### src/qmci_pkg.sv
// Shared types, constants and a helper function for the quadtree Morton cell index block.
// Used by qmci_cell_map, qmci_index and quadtree_morton_cell_index_core.
package qmci_pkg;

  localparam int COORD_W    = 24;
  localparam int DIFF_W     = 25;
  localparam int INV_W      = 24;
  localparam int PROD_W     = 48;
  localparam int FRAC_W     = 24;
  localparam int INDEX_W    = 15;
  localparam int CFG_IDX_W  = 2;
  localparam int SPREAD_IN  = 8;
  localparam int SPREAD_OUT = 16;

  localparam logic [INV_W-1:0]   INV_RESET      = 24'h010000;
  localparam logic [INDEX_W-1:0] OFFSET_PATTERN = 15'h5555;

  typedef enum logic [CFG_IDX_W-1:0] {
    CFG_ORIGIN_X = 2'd0,
    CFG_ORIGIN_Y = 2'd1,
    CFG_INV_W    = 2'd2,
    CFG_INV_H    = 2'd3
  } cfg_idx_e;

  typedef struct packed {
    logic [INDEX_W-1:0] cell_index;
    logic               out_of_range;
  } result_t;

  // Places bit i of the input at bit 2*i of the result.
  function automatic logic [SPREAD_OUT-1:0] spread_bits(input logic [SPREAD_IN-1:0] n);
    logic [SPREAD_OUT-1:0] r;
    r = '0;
    for (int i = 0; i < SPREAD_IN; i++) begin
      r[2*i] = n[i];
    end
    return r;
  endfunction

endpackage

### src/qmci_cell_map.sv
// Maps one origin-relative coordinate to a finest-level grid cell with a range check.
// Depends on qmci_pkg for the fixed-point widths.
module qmci_cell_map
  import qmci_pkg::*;
#(
  parameter int FINEST = 7,
  parameter int CELL_W = 7
) (
  input  logic signed [DIFF_W-1:0] diff_i,
  input  logic        [INV_W-1:0]  inv_i,
  output logic        [CELL_W-1:0] cell_o,
  output logic                     in_range_o
);

  logic [PROD_W-1:0] prod;

  assign prod       = diff_i[COORD_W-1:0] * inv_i;
  assign in_range_o = !diff_i[DIFF_W-1] && (prod[PROD_W-1:FRAC_W+FINEST] == '0);
  assign cell_o     = prod[FRAC_W +: CELL_W];

endmodule

### config.mk
export PLATFORM = sky130hd
export DESIGN_NAME = qmci_cell_map
export DESIGN_NICKNAME = d
export VERILOG_FILES = /design/src/qmci_pkg.sv /design/src/qmci_cell_map.sv
export SDC_FILE = /design/constraint.sdc
export NUM_CORES = 1
export LEC_CHECK = 0
export CORE_MARGIN = 4
export CORE_UTILIZATION = 60
export DETAILED_ROUTE_END_ITERATION = 10
export DONT_BUFFER_PORTS = 1
export PLACE_DENSITY = 0.76
export SLEW_MARGIN = 20
export SYNTH_ARGS = -nofsm -noshare
export SYNTH_HDL_FRONTEND = slang
export SYNTH_SLANG_ARGS = --single-unit
### constraint.sdc
create_clock -name vclk -period 9.35
set_clock_uncertainty 0.05 [all_clocks]
set_input_delay 0.935 -clock vclk [all_inputs]
set_output_delay 0.935 -clock vclk [all_outputs]
set_load 0.01 [all_outputs]
# Word level (Yosys, flattened, before mapping)
# Cells that the tools add are included.
dict set report totals {
  reg_bits 0
  latch_bits 0
  ram_bits 0
  romBits 0
  input_bits 49
  output_inout_bits 8
  word_cells 4
  mem_count 0
}
dict set report op_classes {
  n_addsub 0
  mul 1
  n_div 0
  magnitude_cmp 0
  n_eq_ne 0
  n_shift 0
  n_mux 0
  bitwise 0
  reduce_logical 3
}
# op n
set ops {}
lappend ops {{multiplier 24 x 24 -> 48 bit} 1}
lappend ops {{zero test 17 bit} 1}
lappend ops {{logical AND 1 bit} 1}
lappend ops {{zero test 1 bit} 1}

# Longest topological paths before layout
# Gate-level depths: netlist (run 1).
dict set report logic_depth {
  depth_word 3
  mapped_depth 26
  ltp_nobuf 25
}

# Worst setup path after synthesis (run 1)
# Ideal clock, no wire load.
dict set report synth_path {
  path_kind {input to output}
  start {input inv_i[3]}
  end {output in_range_o}
  t_arrival_ps 7417
  required_time_ps 8365
  slack_ps 948
  cell_stages 23
  n_path_buf 2
  cell_sequence {clkbuf_1 > nand2_1 > fa_1 > inv_1 > fa_1 > inv_1 > fa_1 > fa_1 > inv_1 > fa_1 > fa_1 > fa_1 > ha_1 > buf_6 > a21o_1 > a21o_1 > a221o_1 > or3_1 > a21oi_2 > nor2_2 > a2111oi_4 > o2111ai_1 > nor4_1}
}
dict set report synth_via {
  elab_chain_cells 3
}
# item line
set synth_lines {}
lappend synth_lines {{start, declared} qmci_cell_map.sv:10} ;# input logic [INV_W-1:0] inv_i,
lappend synth_lines {{multiplier 24 x 24 -> 48 bit} qmci_cell_map.sv:17} ;# assign prod = diff_i[COORD_W-1:0] * inv_i;
lappend synth_lines {{zero test 17 bit} qmci_cell_map.sv:18} ;# assign in_range_o = !diff_i[DIFF_W-1] && (prod[PROD_W-1:FRAC_W+FINEST] == '0);
lappend synth_lines {{logical AND 1 bit} qmci_cell_map.sv:18}
lappend synth_lines {{end, declared} qmci_cell_map.sv:12} ;# output logic in_range_o
# No other way between the ends.

# Worst setup path in the final report (run 1)
dict set report layout_path {
  start {input diff_i[16]}
  end {output in_range_o}
}
dict set report layout_via {
  elab_chain_cells 3
}
# item line
set layout_lines {}
lappend layout_lines {{start, declared} qmci_cell_map.sv:9} ;# input logic signed [DIFF_W-1:0] diff_i,
lappend layout_lines {{multiplier 24 x 24 -> 48 bit} qmci_cell_map.sv:17}
lappend layout_lines {{zero test 17 bit} qmci_cell_map.sv:18}
lappend layout_lines {{logical AND 1 bit} qmci_cell_map.sv:18}
# No other way between the ends.

==> results.yml, run 1 <==
detailed_routing:
  vias: 14100
  viasPerCell: 5.66
  drtIter0Drc: 774
  ant_nets: 0
  firstDrtPassIters: 5
  routed_wl_microns: 46200
  route.detailed.drc: 0
  wire_per_inst_microns: 18.6
sta:
  rsz0062_at_grt: "no"
  hold_viol_final: 0
  setup_tns_ps: 0
  period_share_pct: 93.5
  setup_viol: 0
  min_period_ps: 8740
  drv_slew: 0
  max-slew-margin-rel_pct: 47.3
  fmax_mhz: 114
  tightest_slew_ps: 788
global_routing:
  track_usage_pct: 27.4
  antenna_found_initial: 0
  met3_usage_pct: 3.21
  grt_util_met2_pct: 49.0
  grtUsageMet1_pct: 34.8
  grt-busiest-layer: "met2"
  first_global_vias: 15800
  overflow: 0
  grt_pass1_wl_microns: 79000
  grt_max_degree: 25
logic_synthesis:
  ys_warn_count: 0
  syn_inst: 2190
  synth_nets: 2890
  yosys.area.top_type: "fa_1"
  synth_most_common_cell: "inv_1"
  synth_top_area_share_pct: 50.1
  ys_seq_area_share_pct: 0
  avgSynthCellArea_sq_um: 8.78
  ys_types: 61
  synth_common_cells: "inv_1 (550), fa_1 (481), and2_1 (378)"
  synth_area_leaders: "fa_1 (50%), and2_1 (12%), ha_1 (11%), inv_1 (11%), nand2_1 (4.7%)"
  netlist_area_sq_mm: 0.0192
setup_path:
  crit_path_start_kind: "input port"
  critical_path_arrival_ps: 7760
  end_kind: "output pin"
  criticalPathCategory: "in2out"
  crit_fanout: 24
  crit_start: "diff_i[16]"
  worstPathRequired_ps: 8370
  crit_path_end: "in_range_o"
layout:
  nClkBuffers: 0
  drive_gt1_share_pct: 0.721
  synthToLayoutAreaGrowth_pct: 0.286
  regArea_sq_um: 0
  diodes: 0
  final_nets: 2783
  seq_cell_count: 0
floorplan:
  die_x_microns: 187
  initial_core_util_pct: 61.0
  rows: 65
  io_pins: 57
  dieArea_sq_mm: 0.0350
  die-height_microns: 187
  core_area_sq_mm: 0.0316
placement:
  dp_hpwl_microns: 38000
  portBuffers: 0
  place_congestion: 0.905
status:
  status: "finished, final reports clean"
clocking:
  cts_setup_buffers: 0
  hold_buffers: 0
  cts_resized: 0
worst_hold_path:
  worstHoldStart: "diff_i[24]"
  hold_path.class: "in2out"
run:
  max-cap-violations: 0
==> cell families after synthesis <==
logic type                 synth area share (%)
buffers and inverters                      13.1
and+or+nand+nor                            19.5
xor gates and xnor gates                  0.911
AOI/OAI and AO/OA                          5.37
adders and majority gates                  61.1
==> per-stage QoR <==
step / utilization [%] / cells / hold WS, ps / setup slack, ps / instance area, sq um
after CTS: 61.1 / 2483 / 2380 / 612 / 19300
after global routing: 61.1 / 2483 / 2470 / 270 / 19300
after global placement: 61.1 / 2483 / 2390 / 639 / 19300
final: 61.1 / 2483 / 2390 / 609 / 19300
after floorplan: - / 2190 / 2190 / 948 / 19200
after detailed placement: 61.1 / 2483 / 2380 / 611 / 19300
==> worst min path at each step <==
stage | end | slack (ps) | depth (start not counted)
global route | in_range_o | 2470 | 6
CTS | in_range_o | 2380 | 6
detailed placement | in_range_o | 2380 | 6
finish | in_range_o | 2390 | 6
floorplan | in_range_o | 2190 | 5
global placement | in_range_o | 2390 | 6
==> area by class of cell <==
type	instances	area (sq um)
fillers	2698	12300
inverters	550	2060
repair buffers	1	7.51
well taps	402	503
multi-input cells	1530	16700
==> layer usage <==
layer  up-vias  share of wire [%]
met4         0                3.9
met2       466                 51
li1       6180                  -
met3       121                5.6
met5         -                  0
met1      7295                 39
==> worst max-delay path, stage by stage <==
cell	delay (ps)
and2_1	160
fa_1	500
fa_1	550
inv_1	60
fa_1	530
inv_1	60
fa_1	500
inv_1	50
fa_1	550
inv_1	60
fa_1	470
inv_1	50
fa_1	480
inv_1	40
ha_1	350
nand4_1	160
or4_1	490
o32ai_1	400
o31ai_1	220
xnor2_1	170
a211oi_1	230
o2111ai_1	150
nor4_1	380
buf_4	190
==> layout by cell type, fill, tap and decap left out, drive strengths merged, types with 5 or more instances in the layout <==
master	Yosys	layout
o21a	5	5
xnor2	15	15
inv	550	550
a21o	19	19
nor3	9	9
or3	5	5
nand4	15	15
o31ai	5	5
o211ai	9	9
o21ai	34	34
and2	378	378
nor4	9	9
nand2	243	243
fa	481	481
a21oi	45	45
o21bai	6	6
a211oi	8	8
xor2	5	5
nor2	20	20
a31oi	5	5
ha	170	170
Power of run 1 is not shown: default switching activity piles up to over one toggle a cycle in this logic, so the estimate is an artifact.
==> run 2, diff against run 1 <==
--- a/config.mk
+++ b/config.mk
@@ -5,11 +5,14 @@
 export SDC_FILE = /design/constraint.sdc
 export NUM_CORES = 1
 export LEC_CHECK = 0
+export ABC_CLOCK_PERIOD_IN_PS = 9350
+export CAP_MARGIN = 20
 export CORE_MARGIN = 4
 export CORE_UTILIZATION = 60
 export DETAILED_ROUTE_END_ITERATION = 10
 export DONT_BUFFER_PORTS = 1
 export PLACE_DENSITY = 0.76
+export RECOVER_POWER = 50
 export SLEW_MARGIN = 20
 export SYNTH_ARGS = -nofsm -noshare
 export SYNTH_HDL_FRONTEND = slang
==> results.yml, run 2 (synthesis gave the netlist of run 1 again) <==
setup_path:
  crit_path_start_kind: "input port"
  worstPathRequired_ps: 8370
  crit_start: "diff_i[16]"
  end_kind: "output pin"
  crit_fanout: 24
  critical_path_arrival_ps: 7780
  criticalPathCategory: "in2out"
layout:
  nClkBuffers: 0
  synthToLayoutAreaGrowth_pct: 0.286
  multi_input_area_sq_mm: 0.0167
  mostFrequentLayoutCells: "inv_1 (550), fa_1 (481), and2_1 (377), nand2_1 (242), ha_1 (170)"
  diodes: 0
  layout_commonest_cell: "inv_1"
  drive_gt1_share_pct: 0.721
  seq_cell_count: 0
  fill_cells: 2698
  final_nets: 2783
  regArea_sq_um: 0
placement:
  dp_hpwl_microns: 38000
  place_congestion: 0.905
  portBuffers: 0
  place_ws_ps: 611
detailed_routing:
  vias: 14100
  viasPerCell: 5.66
  drtIter0Drc: 780
  wire_per_inst_microns: 18.6
  ant_nets: 0
  firstDrtPassIters: 5
  routed_wl_microns: 46200
  route.detailed.drc: 0
floorplan:
  initial_core_util_pct: 61.0
  die_x_microns: 187
  dieArea_sq_mm: 0.0350
  core_area_sq_mm: 0.0316
  rows: 65
  die-height_microns: 187
  io_pins: 57
global_routing:
  first_global_vias: 15800
  overflow: 0
  antenna_found_initial: 0
  grt_max_degree: 25
  grt_pass1_wl_microns: 79000
  track_usage_pct: 27.4
sta:
  tightest_slew_ps: 800
  fmax_mhz: 114
  hold_viol_final: 0
  setup_tns_ps: 0
  rsz0062_at_grt: "no"
  period_share_pct: 93.7
  finalWorstSetupSlack_ps: 588
  drv_slew: 0
  setup_viol: 0
  min_period_ps: 8760
  max-slew-margin-rel_pct: 46.5
clocking:
  cts_setup_buffers: 0
  cts_resized: 0
  hold_buffers: 0
run:
  max-cap-violations: 0
worst_hold_path:
  worstHoldStart: "diff_i[24]"
  hold_path.class: "in2out"
status:
  status: "finished, final reports clean"
## run 2: per-layer routing
layer  up-vias  wire length [microns]  global-route usage [%]
met5         -                      0                       0
met4         0                   1790                    9.16
met1      7303                  18000                    34.8
met2       462                  23800                    49.0
met3       119                   2590                    3.21
li1       6179                      -                       -
## run 2: stage by stage
step           hold slack (ps)  instance area [sq um]  utilization [%]  cells
6_report                  2390                  19300             61.1   2483
3_5_place_dp              2380                  19300             61.1   2483
4_1_cts                   2380                  19300             61.1   2483
5_1_grt                   2470                  19300             61.1   2483
3_3_place_gp              2390                  19300             61.1   2483
2_1_floorplan             2190                  19200                -   2190
## run 2: critical path: stages
cell and delay, ps:
and2_0 160, fa_1 500, fa_1 550, inv_1 60, fa_1 530, inv_1 60, fa_1 500, inv_1 50
fa_1 550, inv_1 60, fa_1 470, inv_1 50, fa_1 480, inv_1 40, ha_1 350, nand4_1 170
or4_1 490, o32ai_1 400, o31ai_1 220, xnor2_1 180, a211oi_1 230, o2111ai_1 150, nor4_1 380, buf_4 190
## run 2: path summary, 6_finish.rpt
check         end  depth (start not counted)  slack [ps]
min    in_range_o                          6        2390
max    in_range_o                         24         590
## run 2: final cells by class
class                      count  share of cell area, %
timing repair buffer           1                 0.0389
inverter                     550                   10.7
multi-input combinational   1530                   86.7
tap                          402                   2.61
Power of run 2 is left out for the same reason.
==> run 3, diff against run 2 <==
--- a/config.mk
+++ b/config.mk
@@ -5,13 +5,13 @@
 export SDC_FILE = /design/constraint.sdc
 export NUM_CORES = 1
 export LEC_CHECK = 0
-export ABC_CLOCK_PERIOD_IN_PS = 9350
+export ABC_CLOCK_PERIOD_IN_PS = 7470
 export CAP_MARGIN = 20
 export CORE_MARGIN = 4
 export CORE_UTILIZATION = 60
 export DETAILED_ROUTE_END_ITERATION = 10
 export DONT_BUFFER_PORTS = 1
-export PLACE_DENSITY = 0.76
+export PLACE_DENSITY = 0.79
 export RECOVER_POWER = 50
 export SLEW_MARGIN = 20
 export SYNTH_ARGS = -nofsm -noshare
==> constraint.sdc (replaced) <==
create_clock -name vclk -period 7.47
set_clock_uncertainty 0.05 [all_clocks]
set_input_delay 0.747 -clock vclk [all_inputs]
set_output_delay 0.747 -clock vclk [all_outputs]
set_load 0.01 [all_outputs]
==> results.yml, run 3 (synthesis gave the netlist of run 1 again) <==
status:
  status: "complete, but fails checks"
  violations: "setup timing"
global_routing:
  first_global_vias: 16700
  grt_pass1_wl_microns: 83400
  antenna_found_initial: 0
  track_usage_pct: 28.7
  grt_max_degree: 25
  overflow: 0
detailed_routing:
  firstDrtPassIters: 5
  vias: 14600
  drtIter0Drc: 860
  routed_wl_microns: 48100
  ant_nets: 0
  wire_per_inst_microns: 18.6
  viasPerCell: 5.65
  route.detailed.drc: 0
layout:
  diodes: 0
  final_nets: 2883
  stdcell_count: 2583
  synthToLayoutAreaGrowth_pct: 6.28
  multi_input_area_sq_mm: 0.0171
  seq_cell_count: 0
  mostFrequentLayoutCells: "inv_1 (545), fa_1 (476), and2_1 (371), nand2_1 (240), ha_1 (157)"
  layout_commonest_cell: "inv_1"
  regArea_sq_um: 0
  fill_cells: 2541
  nClkBuffers: 0
  drive_gt1_share_pct: 8.12
setup_path:
  cp_slowest_stage_delay_ps: 590
  crit_fanout: 24
  end_kind: "output pin"
  cp_cell_sequence: "and2_1 -> fa_1 -> fa_1 -> inv_1 -> fa_1 -> fa_1 -> inv_1 -> fa_1 -> fa_1 -> inv_1 -> fa_1 -> inv_1 -> ha_4 -> buf_4 -> nand4_1 -> o41ai_4 -> and2_4 -> a311oi_4 -> nor4_4 -> o2111ai_2 -> nor4_2 -> buf_4"
  path_common_cell: "fa_1"
  worstPathRequired_ps: 6670
  critical_path_arrival_ps: 7250
  criticalPathCategory: "in2out"
  crit_path_start_kind: "input port"
  cp_slowest_cell: "o41ai_4"
sta:
  min_period_ps: 8050
  finalWorstSetupSlack_ps: -581
  rsz0062_at_grt: "yes"
  setup_viol: 1
  period_share_pct: 108
  tightest_slew_ps: 566
  drv_slew: 0
  fmax_mhz: 124
  hold_viol_final: 0
  setup_tns_ps: -581
  max-slew-margin-rel_pct: 61.8
floorplan:
  initial_core_util_pct: 61.0
  rows: 65
  core_area_sq_mm: 0.0316
  dieArea_sq_mm: 0.0350
  die-height_microns: 187
  io_pins: 57
  die_x_microns: 187
placement:
  portBuffers: 0
  place_ws_ps: -656
  place_congestion: 0.929
  dp_cells: 2579
  dp_hpwl_microns: 39800
run:
  max-cap-violations: 0
worst_hold_path:
  holdPathEnd: "in_range_o"
  hold_path.class: "in2out"
  holdPathStages: 7
  worstHoldStart: "diff_i[24]"
clocking:
  hold_buffers: 0
[run 3: cell count changes in the layout (fill, tap and decap cells not counted), sizes merged]
cell  delta
buf    +100
[run 3: final cells by class]
cell class | instances | area share, %
multi-input cells | 1530 | 83.7
inverters | 550 | 10.1
repair buffers | 101 | 3.71
well taps | 402 | 2.46
[run 3: through the flow]
| stage | area (sq um) | hold slack [ps] | utilization, % |
|---|---|---|---|
| detailed placement | 20100 | 2150 | 63.6 |
| global placement | 20100 | 2130 | 63.6 |
| floorplan | 19400 | 1820 | - |
| CTS | 20300 | 2100 | 64.5 |
| global route | 20400 | 2130 | 64.8 |
| finish | 20400 | 2100 | 64.8 |
[run 3: per-layer routing]
layer | track usage [%] | vias to the layer above | part of all wire (%) | wire length [microns]
met5 | 0 | - | 0 | 0
met4 | 7.54 | 0 | 3.1 | 1480
met3 | 3.30 | 142 | 7.4 | 3540
met2 | 50.6 | 598 | 51 | 24400
met1 | 38.0 | 7482 | 39 | 18700
li1 | - | 6370 | - | -
[run 3: timing repair]
item,in CTS,in global routing
endpoints found under the setup margin,2,4
pin swaps,44,12
resized for setup,48,17
buffers inserted,1,3
[run 3: worst max path at each step]
stage	end	cells after the start	slack [ps]	from
floorplan	in_range_o	22	-290	inv_i[13]
global placement	in_range_o	24	-560	diff_i[16]
detailed placement	in_range_o	24	-660	diff_i[16]
CTS	in_range_o	23	-570	diff_i[8]
global route	in_range_o	25	-780	diff_i[20]
finish	in_range_o	22	-580	diff_i[17]
[run 3: worst max-delay path: cells and delay by family]
family,cells,cell delay (ps)
AO/OA/AOI/OAI,3,870
buffers and inverters,6,520
adder cells (fa/ha/maj),8,3860
AND/OR/NAND/NOR,5,1270
Power of run 3 is left out for the same reason.
