<file path="config.mk">
export PLATFORM = sky130hd
export DESIGN_NAME = qmci_index
export DESIGN_NICKNAME = d
export VERILOG_FILES = /design/src/qmci_pkg.sv /design/src/qmci_index.sv
export SDC_FILE = /design/constraint.sdc
export NUM_CORES = 1
export LEC_CHECK = 0
export BUFFER_PORTS_ARGS = -buffer_cell sky130_fd_sc_hd__buf_2
export CORE_UTILIZATION = 45
export DETAILED_ROUTE_END_ITERATION = 10
export GPL_ROUTABILITY_DRIVEN = 0
export PLACE_DENSITY = 0.86
export SKIP_LAST_GASP = 1
export SLEW_MARGIN = 10
export SYNTH_ARGS = -nofsm -noshare
export SYNTH_HDL_FRONTEND = slang
export SYNTH_SLANG_ARGS = --single-unit
</file>
<file path="constraint.sdc">
create_clock -name vclk -period 7.75
set_input_delay 2.325 -clock vclk [all_inputs]
set_output_delay 2.325 -clock vclk [all_outputs]
set_load 0.005 [all_outputs]
</file>
<file path="src/qmci_pkg.sv">
// Shared types, constants and a helper function for the quadtree Morton cell index block.
// Used by qmci_cell_map, qmci_index and quadtree_morton_cell_index_core.
package qmci_pkg;

  localparam int COORD_W    = 24;
  localparam int DIFF_W     = 25;
  localparam int INV_W      = 24;
  localparam int PROD_W     = 48;
  localparam int FRAC_W     = 24;
  localparam int INDEX_W    = 15;
  localparam int CFG_IDX_W  = 2;
  localparam int SPREAD_IN  = 8;
  localparam int SPREAD_OUT = 16;

  localparam logic [INV_W-1:0]   INV_RESET      = 24'h010000;
  localparam logic [INDEX_W-1:0] OFFSET_PATTERN = 15'h5555;

  typedef enum logic [CFG_IDX_W-1:0] {
    CFG_ORIGIN_X = 2'd0,
    CFG_ORIGIN_Y = 2'd1,
    CFG_INV_W    = 2'd2,
    CFG_INV_H    = 2'd3
  } cfg_idx_e;

  typedef struct packed {
    logic [INDEX_W-1:0] cell_index;
    logic               out_of_range;
  } result_t;

  // Places bit i of the input at bit 2*i of the result.
  function automatic logic [SPREAD_OUT-1:0] spread_bits(input logic [SPREAD_IN-1:0] n);
    logic [SPREAD_OUT-1:0] r;
    r = '0;
    for (int i = 0; i < SPREAD_IN; i++) begin
      r[2*i] = n[i];
    end
    return r;
  endfunction

endpackage

</file>
<file path="src/qmci_index.sv">
// Interleaves the corner cells into Morton codes, finds the tree level and forms the index.
// Depends on qmci_pkg for the result type and the bit spreading function.
module qmci_index
  import qmci_pkg::*;
#(
  parameter int FINEST = 7,
  parameter int CELL_W = 7
) (
  input  logic              in_range_i,
  input  logic [CELL_W-1:0] lx_i,
  input  logic [CELL_W-1:0] ty_i,
  input  logic [CELL_W-1:0] rx_i,
  input  logic [CELL_W-1:0] by_i,
  output result_t           result_o
);

  localparam int MORTON_W = 2 * CELL_W;
  localparam int LVL_W    = $clog2(CELL_W + 1);

  logic [SPREAD_OUT-1:0] lt_full;
  logic [SPREAD_OUT-1:0] rb_full;
  logic [MORTON_W-1:0]   lt;
  logic [MORTON_W-1:0]   rb;
  logic [MORTON_W-1:0]   code_diff;
  logic [LVL_W-1:0]      level;
  logic [LVL_W-1:0]      level_rem;
  logic [MORTON_W-1:0]   shifted;
  logic [SPREAD_OUT-1:0] offset_mask;
  logic [INDEX_W-1:0]    offset;
  logic [INDEX_W-1:0]    index;

  assign lt_full   = spread_bits(SPREAD_IN'(lx_i)) | (spread_bits(SPREAD_IN'(ty_i)) << 1);
  assign rb_full   = spread_bits(SPREAD_IN'(rx_i)) | (spread_bits(SPREAD_IN'(by_i)) << 1);
  assign lt        = lt_full[MORTON_W-1:0];
  assign rb        = rb_full[MORTON_W-1:0];
  assign code_diff = lt ^ rb;

  // The level is one above the highest two-bit group where the corner codes differ.
  always_comb begin
    level = '0;
    for (int i = 0; i < FINEST; i++) begin
      if (code_diff[2*i +: 2] != 2'b00) begin
        level = LVL_W'(i + 1);
      end
    end
  end

  assign level_rem   = LVL_W'(FINEST) - level;
  assign shifted     = rb >> {level, 1'b0};
  assign offset_mask = (SPREAD_OUT'(1) << {level_rem, 1'b0}) - SPREAD_OUT'(1);
  assign offset      = offset_mask[INDEX_W-1:0] & OFFSET_PATTERN;
  assign index       = INDEX_W'(shifted) + offset;

  always_comb begin
    if (in_range_i) begin
      result_o.cell_index   = index;
      result_o.out_of_range = 1'b0;
    end else begin
      result_o.cell_index   = '0;
      result_o.out_of_range = 1'b1;
    end
  end

endmodule

</file>
Yosys cells after proc, flatten, opt, wreduce, memory -nomap -nowiden
Index checks and enable logic that the tools add are counted.
{ "totals": {"ff_bits": 0, "latchBits": 0, "ramBits": 0, "rom_bits": 0, "input_bits": 29, "output_inout_bits": 16, "elab_cells": 23, "memories": 0} }
{ "op_classes": {"add_sub_neg": 3, "mul": 0, "div": 0, "order_cmp": 0, "eq_ne": 0, "shift": 2, "mux": 8, "bitwise_logic": 3, "n_reduce_logical": 7} }
{ "op_table": {"columns": ["operator", "n"], "rows": [
  ["$or A13 B14 Y14", 2],
  ["$mux W16", 1],
  ["$add A14 B15 Y15", 1],
  ["$shl A1 B4 Y15 const A", 1],
  ["$sub A15 B2 Y15 const B", 1],
  ["$reduce_bool A2 Y1", 7],
  ["$shr A14 B4 Y14", 1],
  ["$xor A14 B14 Y14", 1],
  ["$mux W3", 4],
  ["$mux W2", 2],
  ["$sub A3 B3 Y3 const A", 1],
  ["$mux W1", 1]
]} }

Depth between registers and ports, before layout
Gate-level depths: netlist of the first run.
{ "depth": {"depth_word": 15, "depth_mapped": 17, "ltp_nobuf": 16} }

Worst setup path after synthesis of the first run
No wires, ideal clock.
{ "synth_path": {"path_kind": "input to output", "from": "in rx_i[6]", "to": "out result_o[13] (netlist name)", "t_arrival_ns": 5.481, "required_time_ns": 5.425, "path_slack_ns": -0.056, "cell_stages": 14, "n_path_buf": 1, "cell_sequence": "xor2_1 -> or2_2 -> clkinv_1 -> nand2_1 -> buf_1 -> mux2i_1 -> nor2_1 -> ha_1 -> inv_1 -> or4_4 -> nor3b_2 -> a31oi_1 -> or3_1 -> a21oi_1"} }
{ "synth_lines": {"columns": ["element", "line_no", "text"], "rows": [
  ["from (decl)", "qmci_index.sv:12", "input logic [CELL_W-1:0] rx_i,"],
  ["to (decl)", "qmci_index.sv:14", "output result_t result_o"]
]} }

==> results of run 1 <==
-- critical path, delay by kind of cell --
family | cells | cell delay [ns]
buf+inv | 3 | 0.40
compound gates | 4 | 0.91
xor+xnor | 1 | 0.18
mux | 2 | 0.45
fa+ha+maj | 2 | 0.36
simple gates | 5 | 0.83
-- metal layers --
| layer | vias up | wire [um] |
|---|---|---|
| li1 | 913 | - |
| met1 | 935 | 2260 |
| met2 | 186 | 2780 |
| met3 | 39 | 682 |
| met4 | 0 | 282 |
| met5 | - | 0 |
-- cells by family after synthesis --
logic type / synth area share [%]
mux: 9.68
xor+xnor: 15.9
fa+ha+maj: 7.99
simple gates: 33.7
compound gates: 28.7
buf+inv: 4.00
-- per-stage QoR --
step           worst slack, ns  instances  hold slack (ns)
2_1_floorplan           0.0735        198             4.70
3_3_place_gp           -0.0820        302             5.07
3_5_place_dp            -0.148        302             5.08
4_1_cts               -0.00965        308             5.08
5_1_grt                 -0.116        312             5.12
6_report               -0.0300        312             5.08
-- how the worst max path moves through the flow --
stage / to / cells past startpoint / startpoint
after detailed placement: result_o[11] / 14 / rx_i[6]
after floorplan: result_o[13] / 14 / rx_i[6]
after global routing: result_o[13] / 17 / rx_i[3]
after global placement: result_o[11] / 14 / rx_i[6]
final: result_o[11] / 17 / ty_i[6]
after CTS: result_o[12] / 15 / by_i[6]
-- final cells by class --
type	instances	share of cell area, %
repair buffers	86	25.6
multi-input cells	185	71.0
well taps	31	1.73
inverters	10	1.67
-- power by group through the flow --
stage / Combinational (mW) / Clock (mW) / Sequential [mW]
6_report: 0.134 / 0 / 0
5_1_grt: 0.142 / 0 / 0
4_1_cts: 0.110 / 0 / 0
3_5_place_dp: 0.0993 / 0 / 0
3_3_place_gp: 0.0964 / 0 / 0
2_1_floorplan: 0.0596 / 0 / 0
-- cell usage in the layout, fill, tap and decap left out, types with 4 or more instances in the layout --
cell,count
sky130_fd_sc_hd__a21oi_1,4
sky130_fd_sc_hd__xnor2_1,7
sky130_fd_sc_hd__nor2_1,14
sky130_fd_sc_hd__buf_2,40
sky130_fd_sc_hd__nor3_1,4
sky130_fd_sc_hd__nand2_1,28
sky130_fd_sc_hd__xor2_1,8
sky130_fd_sc_hd__nand3_1,7
sky130_fd_sc_hd__buf_4,40
sky130_fd_sc_hd__and2_1,4
sky130_fd_sc_hd__ha_1,6
sky130_fd_sc_hd__mux2i_1,8
sky130_fd_sc_hd__o21ai_0,5
sky130_fd_sc_hd__a211oi_1,4
sky130_fd_sc_hd__buf_6,4
sky130_fd_sc_hd__a21oi_2,4
sky130_fd_sc_hd__inv_1,6
-- repair_timing --
item,in CTS,in global routing
setup endpoints to repair,9,10
resized for setup,22,33
gates cloned,0,0
buffers inserted,6,4
pin swaps,18,23
==> out/qor.txt, run 1 <==
CRITICAL PATH
---------------------------------------------------------------------------
Required time of the critical path                                  5.43 ns
CP Cell Sequence                                               buf_8 -> xor2_4 -> or4_4 -> a21oi_4 -> buf_6 -> mux2i_2 -> nand2_1 -> a21oi_2 -> nor2_1 -> ha_2 -> ha_4 -> nand2_4 -> nand2_4 -> a41o_4 -> a222oi_1 -> mux2i_1 -> buf_2
Critical-path top delay cell                                   sky130_fd_sc_hd__or4_4
Cell with the most instances on the worst path                 sky130_fd_sc_hd__nand2_4
Data arrival time of the critical path                              5.46 ns
Critical Path Fanout Max                                                  4
Largest stage delay on the critical path                            0.56 ns
Startpoint Class                                               primary input
CP Class                                                          in -> out
Worst setup EP type                                             output port

GLOBAL ROUTE
---------------------------------------------------------------------------
Wire length of the first global-routing pass                        7990 um
Total track usage                                                     29.5%
Number of global-route vias before repair                              1746
Maximum number of pins on one net before global-route repair             14
GR Layer Usage met1                                                   38.6%
Antenna violations before repair                                          0
Met3 capacity usage during global routing                             1.34%
Fraction of met2 tracks used by global routing                        53.5%
Total congestion overflow                                                 0
Layer with the highest usage after global routing                      met2

SYNTH
---------------------------------------------------------------------------
Largest cells by area after synthesis                          sky130_fd_sc_hd__nand2_1 (8.3%), sky130_fd_sc_hd__ha_1 (8.0%), sky130_fd_sc_hd__mux2i_1 (7.8%)
Top cells by instance count after synthesis                    sky130_fd_sc_hd__nand2_1 (31), sky130_fd_sc_hd__nor2_1 (14), sky130_fd_sc_hd__mux2i_1 (11)
Count of synthesis-stage warnings from yosys                              0
Syn nets                                                                236
Most area-hungry cell type in the Yosys netlist                sky130_fd_sc_hd__nand2_1
Count leader, synth                                            sky130_fd_sc_hd__nand2_1
Area fraction of the dominant cell type after synthesis               8.26%
Sequential share of the synthesized area                                 0%
Mapped Cells                                                            198
Number of unique standard cell types used by synthesis                   61
Mean instance size in the synthesized netlist                     7.12 um^2
Post-Synthesis Cell Area                                          1410 um^2

RUN STATUS
---------------------------------------------------------------------------
Status                                                         finished, violations left
Violated checks                                                design-rule violations, negative setup slack

LAYOUT
---------------------------------------------------------------------------
Area taken by multi-input logic gates                             1590 um^2
Fraction of final layout cells sized beyond drive strength 1          51.2%
Final #Nets                                                             321
Fill cell count                                                         190
Final Util                                                            78.7%
Clock buffer instance count of the final layout                           0
Area growth, synth to finish                                          59.3%
Design Area, Final                                                2240 um^2
Antenna diode count                                                       0
FFs & Latches                                                             0
Sequential cell area in the final layout                             0 um^2

ROUTE
---------------------------------------------------------------------------
Via count of the routed design                                         2073
Drt pass-1 iters                                                          7
Total length of routed wires                                        6010 um
Wire length per cell after detailed routing                         19.3 um
DRC violation count after routing                                         2
DRC violation total after the first TritonRoute iteration               181
Vias per Instance                                                      6.64
Remaining antenna violation count                                         0

POWER
---------------------------------------------------------------------------
Sequential power share                                                   0%
Pint                                                                61.0 uW
Power Total                                                          134 uW
Switching power as a share of total power                             54.6%
Maximum resistive drop on vdd                                     0.0422 mV
Share of power burned in the clock network                               0%
Leakage power                                                       1.05 nW
Net load switching power                                            73.2 uW
Logic pwr share                                                      100.0%
PD cells                                                       59.8 nW/um^2

TIMING
---------------------------------------------------------------------------
Time the worst path needs with I/O delays and setup                 7.78 ns
Max Clock Freq                                                      129 MHz
Worst-margin pin slew                                              0.584 ns
Setup TNS after final layout                                     -0.0488 ns
Final count of hold timing violations                                     0
RSZ-0062 raised after global routing                                    yes
Fin. max-slew vios                                                        0
Fin crit share                                                         100%
Slew margin rel.                                                      60.1%
Setup-failing EPs final                                                   2
Crit path setup slack, layout                                    -0.0300 ns

FLOORPLAN
---------------------------------------------------------------------------
Core area                                                         2850 um^2
Number of standard-cell rows in the floorplan                            19
Full die area                                                     3360 um^2
Die H                                                               58.0 um
IO Count                                                                 45
Effective utilization at floorplan                                    49.4%
Chip Width                                                          58.0 um

CLOCK NETWORK
---------------------------------------------------------------------------
Post-CTS Hold Buffers                                                     0

WORST HOLD PATH
---------------------------------------------------------------------------
Origin of the worst min-delay path                               in_range_i
Worst hold endpoint                                            result_o[10]
Hold Path Stages                                                          4
Worst min-delay path class                                        in -> out

PLACEMENT
---------------------------------------------------------------------------
Area after detailed placement                                     1890 um^2
Count of buffers inserted at the top-level ports                         45
DP Wirelength                                                       3790 um

FLOW RUN
---------------------------------------------------------------------------
# Max-Cap Violations                                                      0

Note: power is estimated with default switching activity, not from simulation.
==> inputs of run 2 (changes only) <==
--- a/config.mk
+++ b/config.mk
@@ -10,5 +10,6 @@
 export DETAILED_ROUTE_END_ITERATION = 10
 export GPL_ROUTABILITY_DRIVEN = 0
-export PLACE_DENSITY = 0.86
+export PLACE_DENSITY = 0.85
+export SETUP_SLACK_MARGIN = 0.15
 export SKIP_LAST_GASP = 1
 export SLEW_MARGIN = 10
==> constraint.sdc (replaced) <==
create_clock -name vclk -period 7.75
set_input_delay 1.1625 -clock vclk [all_inputs]
set_output_delay 1.1625 -clock vclk [all_outputs]
set_load 0.005 [all_outputs]
==> run 2 against run 1 <==
Compared with the run above: total power is 35% lower; wire length is 34% lower; count of clock-buffer cells in the layout stayed put; maximum frequency is 29% higher; the flow finishes with violations (design-rule violations); critical path depth is 2 lower; first-iteration DRC count is 46% lower; utilization is 21 points lower; hold slack worse by 2.3 ns.
==> out/qor.txt, run 2 (synthesis gave the netlist of run 1 again) <==
FLOORPLAN
-----------------------------------------------------------------------------
IO Count                                                                   45   unchanged
Chip Width                                                            58.0 um   unchanged
Number of standard-cell rows in the floorplan                              19   unchanged
Effective utilization at floorplan                                      49.4%   unchanged
Full die area                                                       3360 um^2   unchanged
Die H                                                                 58.0 um   unchanged
Core area                                                           2850 um^2   unchanged

TIMING
-----------------------------------------------------------------------------
Setup TNS after final layout                                             0 ns   was -0.0488 ns
Final count of hold timing violations                                       0   unchanged
Worst-margin pin slew                                                0.678 ns   was 0.584 ns
Fin crit share                                                          77.6%   was 100%
Fin. max-slew vios                                                          0   unchanged
Setup-failing EPs final                                                     0   was 2
Time the worst path needs with I/O delays and setup                   6.01 ns   was 7.78 ns
Crit path setup slack, layout                                         1.74 ns   was -0.0300 ns
Slew margin rel.                                                        54.8%   was 60.1%
RSZ-0062 raised after global routing                                       no   was yes
Max Clock Freq                                                        166 MHz   was 129 MHz

FLOW RUN
-----------------------------------------------------------------------------
# Max-Cap Violations                                                        0   unchanged

CRITICAL PATH
-----------------------------------------------------------------------------
Startpoint Class                                                 primary input   unchanged
Cell with the most instances on the worst path                   sky130_fd_sc_hd__buf_2   was sky130_fd_sc_hd__nand2_4
Critical-path top delay cell                                     sky130_fd_sc_hd__or4_4   unchanged
Dominant delay contributor by cell family on the critical path   simple AND/OR/NAND/NOR gates   was compound AO/OA/AOI/OAI gates
Data arrival time of the critical path                                4.85 ns   was 5.46 ns
Largest stage delay on the critical path                              0.55 ns   was 0.56 ns
CP Cell Sequence                                                 buf_2 -> xor2_1 -> or2_2 -> clkinv_1 -> nand2_1 -> mux2i_1 -> nor2_1 -> ha_1 -> inv_1 -> or4_4 -> nor3b_2 -> a31oi_1 -> or3_1 -> a21oi_1 -> buf_2   was buf_8 -> xor2_4 -> or4_4 -> a21oi_4 -> buf_6 -> mux2i_2 -> nand2_1 -> a21oi_2 -> nor2_1 -> ha_2 -> ha_4 -> nand2_4 -> nand2_4 -> a41o_4 -> a222oi_1 -> mux2i_1 -> buf_2
Required time of the critical path                                    6.59 ns   was 5.43 ns
Worst setup EP type                                               output port   unchanged
CP Class                                                            in -> out   unchanged
Number of buffer and inverter stages on the critical path                   4   was 3
Critical Path Fanout Max                                                   14   was 4

LAYOUT
-----------------------------------------------------------------------------
Final Util                                                              58.0%   was 78.7%
Area growth, synth to finish                                            17.4%   was 59.3%
Final #Nets                                                               280   was 321
Antenna diode count                                                         0   unchanged
Clock buffer instance count of the final layout                             0   unchanged
Area taken by multi-input logic gates                               1350 um^2   was 1590 um^2
Fill cell count                                                           284   was 190
Fraction of final layout cells sized beyond drive strength 1            31.7%   was 51.2%
FFs & Latches                                                               0   unchanged
Leading cell types in the layout, fill and taps excluded         sky130_fd_sc_hd__buf_2 (45), sky130_fd_sc_hd__nand2_1 (31), sky130_fd_sc_hd__nor2_1 (14), sky130_fd_sc_hd__mux2i_1 (11)   was sky130_fd_sc_hd__buf_2 (40), sky130_fd_sc_hd__buf_4 (40), sky130_fd_sc_hd__nand2_1 (28), sky130_fd_sc_hd__nor2_1 (14)
Sequential cell area in the final layout                               0 um^2   unchanged
Most common cell after layout, fill and taps aside               sky130_fd_sc_hd__buf_2
Design Area, Final                                                  1650 um^2   was 2240 um^2

POWER
-----------------------------------------------------------------------------
Sequential power share                                                     0%   about the same
Pint                                                                  35.4 uW   was 61.0 uW
Leakage power                                                        0.772 nW   was 1.05 nW
Net load switching power                                              52.1 uW   was 73.2 uW
Switching power as a share of total power                               59.5%   was 54.6%
PD cells                                                         52.9 nW/um^2   was 59.8 nW/um^2
Logic pwr share                                                        100.0%   about the same
Power Total                                                           87.5 uW   was 134 uW
Share of power burned in the clock network                                 0%   about the same
Maximum resistive drop on vdd                                       0.0309 mV   was 0.0422 mV

GLOBAL ROUTE
-----------------------------------------------------------------------------
Total congestion overflow                                                   0   unchanged
Maximum number of pins on one net before global-route repair               15   was 14
Antenna violations before repair                                            0   unchanged
Wire length of the first global-routing pass                          6490 um   was 7990 um
Total track usage                                                       23.4%   was 29.5%
Number of global-route vias before repair                                1499   was 1746

PLACEMENT
-----------------------------------------------------------------------------
Area after detailed placement                                       1650 um^2   was 1890 um^2
DP Wirelength                                                         3250 um   was 3790 um
Worst slack, placed                                                   1.81 ns   was -0.148 ns
Count of buffers inserted at the top-level ports                           45   unchanged

CLOCK NETWORK
-----------------------------------------------------------------------------
Post-CTS Hold Buffers                                                       0   unchanged
Post-CTS setup buffers                                                      0   was 6
Quantity of gates resized following cts                                     0   was 22

ROUTE
-----------------------------------------------------------------------------
Drt pass-1 iters                                                            7   unchanged
DRC violation count after routing                                           4   was 2
Via count of the routed design                                           1712   was 2073
Vias per Instance                                                        6.32   was 6.64
Remaining antenna violation count                                           0   unchanged
Wire length per cell after detailed routing                           14.7 um   was 19.3 um
Total length of routed wires                                          3980 um   was 6010 um
DRC violation total after the first TritonRoute iteration                  97   was 181

WORST HOLD PATH
-----------------------------------------------------------------------------
Worst hold endpoint                                              result_o[10]   unchanged
Worst min-delay path class                                          in -> out   unchanged
Origin of the worst min-delay path                                 in_range_i   unchanged
Hold Path Stages                                                            4   unchanged

RUN STATUS
-----------------------------------------------------------------------------
Violated checks                                                  design-rule violations   was design-rule violations, negative setup slack
Status                                                           finished, violations left   unchanged

## run 2: changes by cell type in the layout (fill, tap and decap cells not counted), sizes merged
cell,before,now
buf,86,45
## run 2: worst max path at each step
stage | startpoint | to | slack [ns] | depth (start not counted)
floorplan | rx_i[6] | result_o[13] | 2.27 | 14
global placement | rx_i[6] | result_o[11] | 1.86 | 14
detailed placement | rx_i[6] | result_o[11] | 1.81 | 16
CTS | rx_i[6] | result_o[11] | 1.80 | 16
global route | rx_i[6] | result_o[13] | 1.46 | 15
finish | rx_i[6] | result_o[13] | 1.74 | 15
## run 2: layout make-up
cell class	instances	area share, %
inverter	10	2.27
multi-input combinational	185	81.8
tap	31	2.34
timing repair buffer	45	13.6
## run 2: metal layers
layer | GRT usage (%) | routed length (um) | up-vias | share of wire, %
met3 | 0.893 | 262 | 6 | 6.6
met2 | 43.0 | 1920 | 77 | 48
met4 | 4.42 | 55 | 0 | 1.4
li1 | - | - | 836 | -
met1 | 30.4 | 1740 | 793 | 44
met5 | 0 | 0 | - | 0
## run 2: power by group through the flow
stage          combinational (mW)  clock (mW)  sequential (mW)
5_1_grt                    0.0965           0                0
3_5_place_dp               0.0860           0                0
4_1_cts                    0.0866           0                0
2_1_floorplan              0.0595           0                0
6_report                   0.0875           0                0
3_3_place_gp               0.0851           0                0
## run 2: worst min-delay path: cells and delay by family
family	cells	cell delay, ns
mux	1	0.05
buf+inv	2	0.29
simple gates	1	0.07
## run 2: through the flow
stage	hold slack [ns]	instances
finish	2.74	271
global route	2.78	271
CTS	2.75	271
detailed placement	2.75	271
global placement	2.74	271
floorplan	2.37	198
